==> config.mk <==
export PLATFORM = sky130hd
export DESIGN_NAME = ptd_scan
export DESIGN_NICKNAME = d
export VERILOG_FILES = /design/src/rtl/assert_macros.svh /design/src/rtl/ptd_pkg.sv /design/src/rtl/ptd_scan.sv
export SDC_FILE = /design/constraint.sdc
export NUM_CORES = 1
export LEC_CHECK = 0
export BUFFER_PORTS_ARGS = -buffer_cell sky130_fd_sc_hd__buf_2
export CAP_MARGIN = 20
export CELL_PAD_IN_SITES_DETAIL_PLACEMENT = 1
export CELL_PAD_IN_SITES_GLOBAL_PLACEMENT = 1
export CORE_ASPECT_RATIO = 1.2
export CORE_UTILIZATION = 45
export DETAILED_ROUTE_END_ITERATION = 16
export PLACE_DENSITY_LB_ADDON = 0.1
export SETUP_SLACK_MARGIN = 0.5
export SYNTH_ARGS = -nofsm -noshare
export SYNTH_HDL_FRONTEND = slang
export SYNTH_SLANG_ARGS = --single-unit
==> constraint.sdc <==
create_clock -name clk -period 12 [get_ports clk]
set_input_delay 1.2 -clock clk [delete_from_list [all_inputs] [get_ports clk]]
set_output_delay 1.2 -clock clk [all_outputs]
set_load 0.05 [all_outputs]
==> src/rtl/assert_macros.svh <==
`ifndef ASSERT_MACROS_SVH
`define ASSERT_MACROS_SVH
// Concurrent checks on the clock and asynchronous reset of the block.
`define ASSERT_CLK(label, prop, msg) \
	label: assert property (@(posedge clk) disable iff (!arst_n) (prop)) else $error(msg);
`define ASSERT_NEXT(label, cond, nxt, msg) \
	label: assert property (@(posedge clk) disable iff (!arst_n) (cond) |=> (nxt)) else $error(msg);
`endif

==> src/rtl/ptd_pkg.sv <==
`timescale 1ns / 1ps
package ptd_pkg;
	localparam int MaxTasks = 8;
	localparam int SlotW = 3;
	localparam int CountW = 4;
	localparam logic [7:0] CatchupLimit = 8'd255;
	localparam logic [9:0] CostScale = 10'd1000;

	typedef enum logic [2:0] {
		OP_TICK = 3'd0, OP_REGISTER = 3'd1, OP_ENABLE = 3'd2, OP_DISPATCH = 3'd3,
		OP_FINISH = 3'd4, OP_QUERY = 3'd5, OP_CLEAR = 3'd6, OP_NONE = 3'd7
	} opcode_t;

	typedef enum logic [2:0] {
		ST_IDLE, ST_EXEC, ST_SCAN, ST_STEP, ST_FIX, ST_DONE
	} state_t;

	typedef struct packed {
		logic [2:0]  opcode;
		logic [2:0]  task_slot;
		logic [15:0] period;
		logic [15:0] offset;
		logic [7:0]  prio;
		logic        enable_flag;
		logic [31:0] cost_us;
	} req_t;

	typedef struct packed {
		logic        ok;
		logic [2:0]  slot_out;
		logic [31:0] next_release;
		logic [31:0] runs;
		logic [31:0] overruns;
		logic [31:0] max_cost;
		logic [31:0] last_cost;
	} rsp_t;

	typedef struct packed {
		logic [31:0] release_t;
		logic [15:0] period;
		logic [7:0]  prio;
		logic        enabled;
	} entry_t;

	function automatic logic reached(input logic [31:0] now, input logic [31:0] tgt);
		logic [31:0] d;
		d = now - tgt;
		return ~d[31];
	endfunction

	function automatic logic earlier(input logic [31:0] a, input logic [31:0] b);
		logic [31:0] d;
		d = b - a;
		return (d != 32'd0) && !d[31];
	endfunction
endpackage

==> src/rtl/ptd_scan.sv <==
`timescale 1ns / 1ps
module ptd_scan (
	input  logic                          clk,
	input  logic                          arst_n,
	input  logic                          start,
	input  logic                          step,
	input  logic [ptd_pkg::SlotW-1:0]     idx,
	input  logic [ptd_pkg::CountW-1:0]    total,
	input  logic [31:0]                   now,
	input  ptd_pkg::entry_t               ent,
	output logic                          found,
	output logic [ptd_pkg::SlotW-1:0]     sel
);
	logic [7:0]  best_prio_q;
	logic [31:0] best_rel_q;
	logic        take;

	always_comb begin
		take = ({1'b0, idx} < total) && ent.enabled && (ent.period != 16'd0) &&
			ptd_pkg::reached(now, ent.release_t) &&
			(!found || ent.prio < best_prio_q ||
			(ent.prio == best_prio_q && ptd_pkg::earlier(ent.release_t, best_rel_q)));
	end

	always_ff @(posedge clk or negedge arst_n) begin
		if (!arst_n) begin
			found <= 1'b0;
			sel <= '0;
		end else if (start) begin
			found <= 1'b0;
			sel <= '0;
		end else if (step && take) begin
			found <= 1'b1;
			sel <= idx;
		end
	end

	always_ff @(posedge clk) begin
		if (step && take) begin
			best_prio_q <= ent.prio;
			best_rel_q <= ent.release_t;
		end
	end
endmodule

==> results_dict.tcl <==
set metrics [dict create \
    ys_seq_area_share_pct 27.6 \
    yosys_warnings 0 \
    end_kind "flip-flop" \
    synth_edf_count 40 \
    setup_ws_ns 7.11 \
    use_met1_pct 30.5 \
    vias 4560 \
    clockPowerShare_pct 28.6 \
    syn2layout_area_growth_pct 14.8 \
    grt_pass1_wl_um 22500 \
    async_flop_share_pct 9.09 \
    path_delay_family "compound AO/OA/AOI/OAI gates" \
    drive_gt1_share_pct 20.9 \
    ctsHtreeMaxLevel 2 \
    p_sw_uw 174 \
    status "finished, final reports clean" \
    setup_tns_ns 0 \
    peakVddDrop_mv 0.0506 \
    fillers 1250 \
    max-slew-margin-rel_pct 56.6 \
    clk_latency_ns 0.29 \
    synth.top_cells.by_count "ha_1, inv_1, a21oi_1, edfxtp_1, nand2_1" \
    grt_setup_unrepaired "no" \
    grt_remaining_overflow 0 \
    utilization_pct 53.6 \
    numCtsBuffers 5 \
    worstPathCellList "buf_2 -> inv_1 -> ha_1 -> a211oi_1 -> o211ai_1 -> a41oi_1 -> nand3_1 -> a2111oi_2 -> o31ai_1 -> mux2i_1 -> a22o_1 -> nor2_4 -> buf_4" \
    grt_pass1_vias 4641 \
    row_count 40 \
    syn_inst 539 \
    hpwl_um 12200 \
    antenna_found_initial 0 \
    syn_area_um2 4720 \
    num-nets-final 802 \
    die_area_um2 10900 \
    cts-resized-gates 0 \
    synthTopCellsByArea "edfxtp_1, ha_1, a21oi_1" \
    holdPathEnd "sel[2]$_DFFE_PN0P_" \
    ys_ff_latch 44 \
    required_ns 11.97 \
    p_int_uw 321 \
    die_w_um 95.5 \
    period_share_pct 40.8 \
    post_dp_cell_area_um2 5280 \
    tightest_slew_ns 0.643 \
    cts_tree "done" \
    final_area_um2 5420 \
    drv_slew 0 \
    grt_usage_pct 27.0 \
    reg2reg_from "best_rel_q[14]$_DFFE_PP_" \
    fmax_ghz 0.204 \
    startpoint_type "input port" \
    drt_wl_total_um 14500 \
    firstDrtPassIters 4 \
    cts_root_buf "clkbuf_16" \
    drtIter0Drc 172 \
    seqPwrFrac_pct 36.0 \
    swShare_pct 35.1 \
    syn_nets 711 \
    finalHoldViolCount 0 \
    synth.most_common_cell "ha_1" \
    gp_congestion 0.892 \
    cp.arrival_ns 4.87 \
    wl_per_cell_um 19.1 \
    synth_cell_types 74 \
    synth_area_leader_cell "edfxtp_1" \
    synth_top_area_share_pct 25.4 \
    cts_sinks 44 \
    start_util_pct 46.7 \
    r2r_end "best_rel_q[6]$_DFFE_PP_" \
    worstSetupPathType "in -> reg" \
    drtAntennaViolNets 0 \
    clk_pin_slew_ns 0.07 \
    p_comb_share_pct 35.4 \
    p_per_area_nw_per_um2 91.2 \
    slowest_stage "nor2_4" \
    vias_per_cell 6.02 \
    hold_path_depth 2 \
    skew_ns 0.00720 \
    ctsLongestPathBuffers 2 \
    path_buf_inv 3 \
    crit_fanout 22 \
    diodes 0 \
    fin_crit_ns 4.89 \
    avgSynthCellArea_um2 8.76 \
    grt_max_degree 23 \
    cp_slowest_stage_delay_ns 0.54 \
    grtUsageMet2_pct 50.8 \
    reg2reg_setup_slack_ns 7.78 \
    p_leak_uw 0.00241 \
    place_ws_ns 6.78 \
    ctsHoldBuffers 0 \
    maxCapViolCount 0 \
    multi_input_area_um2 3090 \
    core_um2 10100 \
    rr_worst_depth 11 \
    seq_area_um2 1300 \
    ys.flop_type "edfxtp_1" \
    min-delay-path-class "reg -> reg" \
    grt.busiest_layer "met2" \
    portBuffers 103 \
    drc 0 \
    fp.dieH_um 114 \
    setup_violations 0 \
    num_io_pins 104 \
    grt_util_met3_pct 3.85 \
    min_from "sel[2]$_DFFE_PN0P_" \
    postCtsSetupBuffers 0 \
]
[cells by family after synthesis]
kind of cell	count (synthesis)	synth area share [%]
AOI/OAI and AO/OA	169	24.1
and+or+nand+nor	164	19.0
buffers and inverters	74	7.10
adders and majority gates	72	19.2
DFF	44	27.6
xor gates and xnor gates	13	2.41
muxes	3	0.663
[layout make-up]
cell class,instances,share of cell area (%)
tap,126,2.91
multi-input combinational,421,57.0
inverter,54,3.74
timing repair buffer,104,9.65
sequential,44,24.0
clock buffer,5,2.31
clock inverter,3,0.346
[sequential cells by signal, indices dropped and copies added (netlist names)]
| signal | count |
|---|---|
| best_prio_q | 8 |
| best_rel_q | 32 |
| found | 1 |
| sel | 3 |
[worst min-delay path, delay by kind of cell (launching register included)]
| family | cells | cell delay (ns) |
|---|---|---|
| AO/OA/AOI/OAI | 2 | 0.15 |
| flip-flops | 1 | 0.38 |
[layer usage]
layer,vias to the layer above,share of wire (%)
li1,2241,-
met4,0,2.6
met3,26,3.2
met1,2203,41
met5,-,0
met2,90,53
[per-stage QoR]
step	hold slack, ns	power, µW	instances
3_3_place_gp	0.557	349	749
2_1_floorplan	0.760	301	539
5_1_grt	0.579	521	757
6_report	0.571	495	757
3_5_place_dp	0.561	355	749
4_1_cts	0.573	497	757
[power by group through the flow]
stage                     Combinational [µW]  Sequential, µW  Clock (µW)
after floorplan                          117             184           0
after global placement                   168             181           0
after detailed placement                 173             182           0
after CTS                                175             178         144
after global routing                     194             179         148
final                                    175             178         141
[how the worst max path moves through the flow]
stage	slack (ns)	start	depth (start not counted)	end
floorplan	6.37	ent[25]	11	best_prio_q[0]$_DFFE_PP_
global placement	6.96	ent[25]	13	best_rel_q[2]$_DFFE_PP_
detailed placement	6.78	ent[43]	13	best_rel_q[2]$_DFFE_PP_
CTS	7.07	ent[39]	13	best_rel_q[6]$_DFFE_PP_
global route	6.82	ent[39]	13	best_rel_q[2]$_DFFE_PP_
finish	7.11	ent[39]	13	best_rel_q[6]$_DFFE_PP_
[cell usage in the layout (no fill, tap or decap), drive strengths merged, types with 16 or more instances in the layout]
cell type	instances
buf	104
nand4	23
nor2	29
edfxtp	40
o21ai	35
inv	54
nand2	32
a21oi	50
ha	71
a21o	16
No activity file was read; power rests on OpenSTA's default activity.
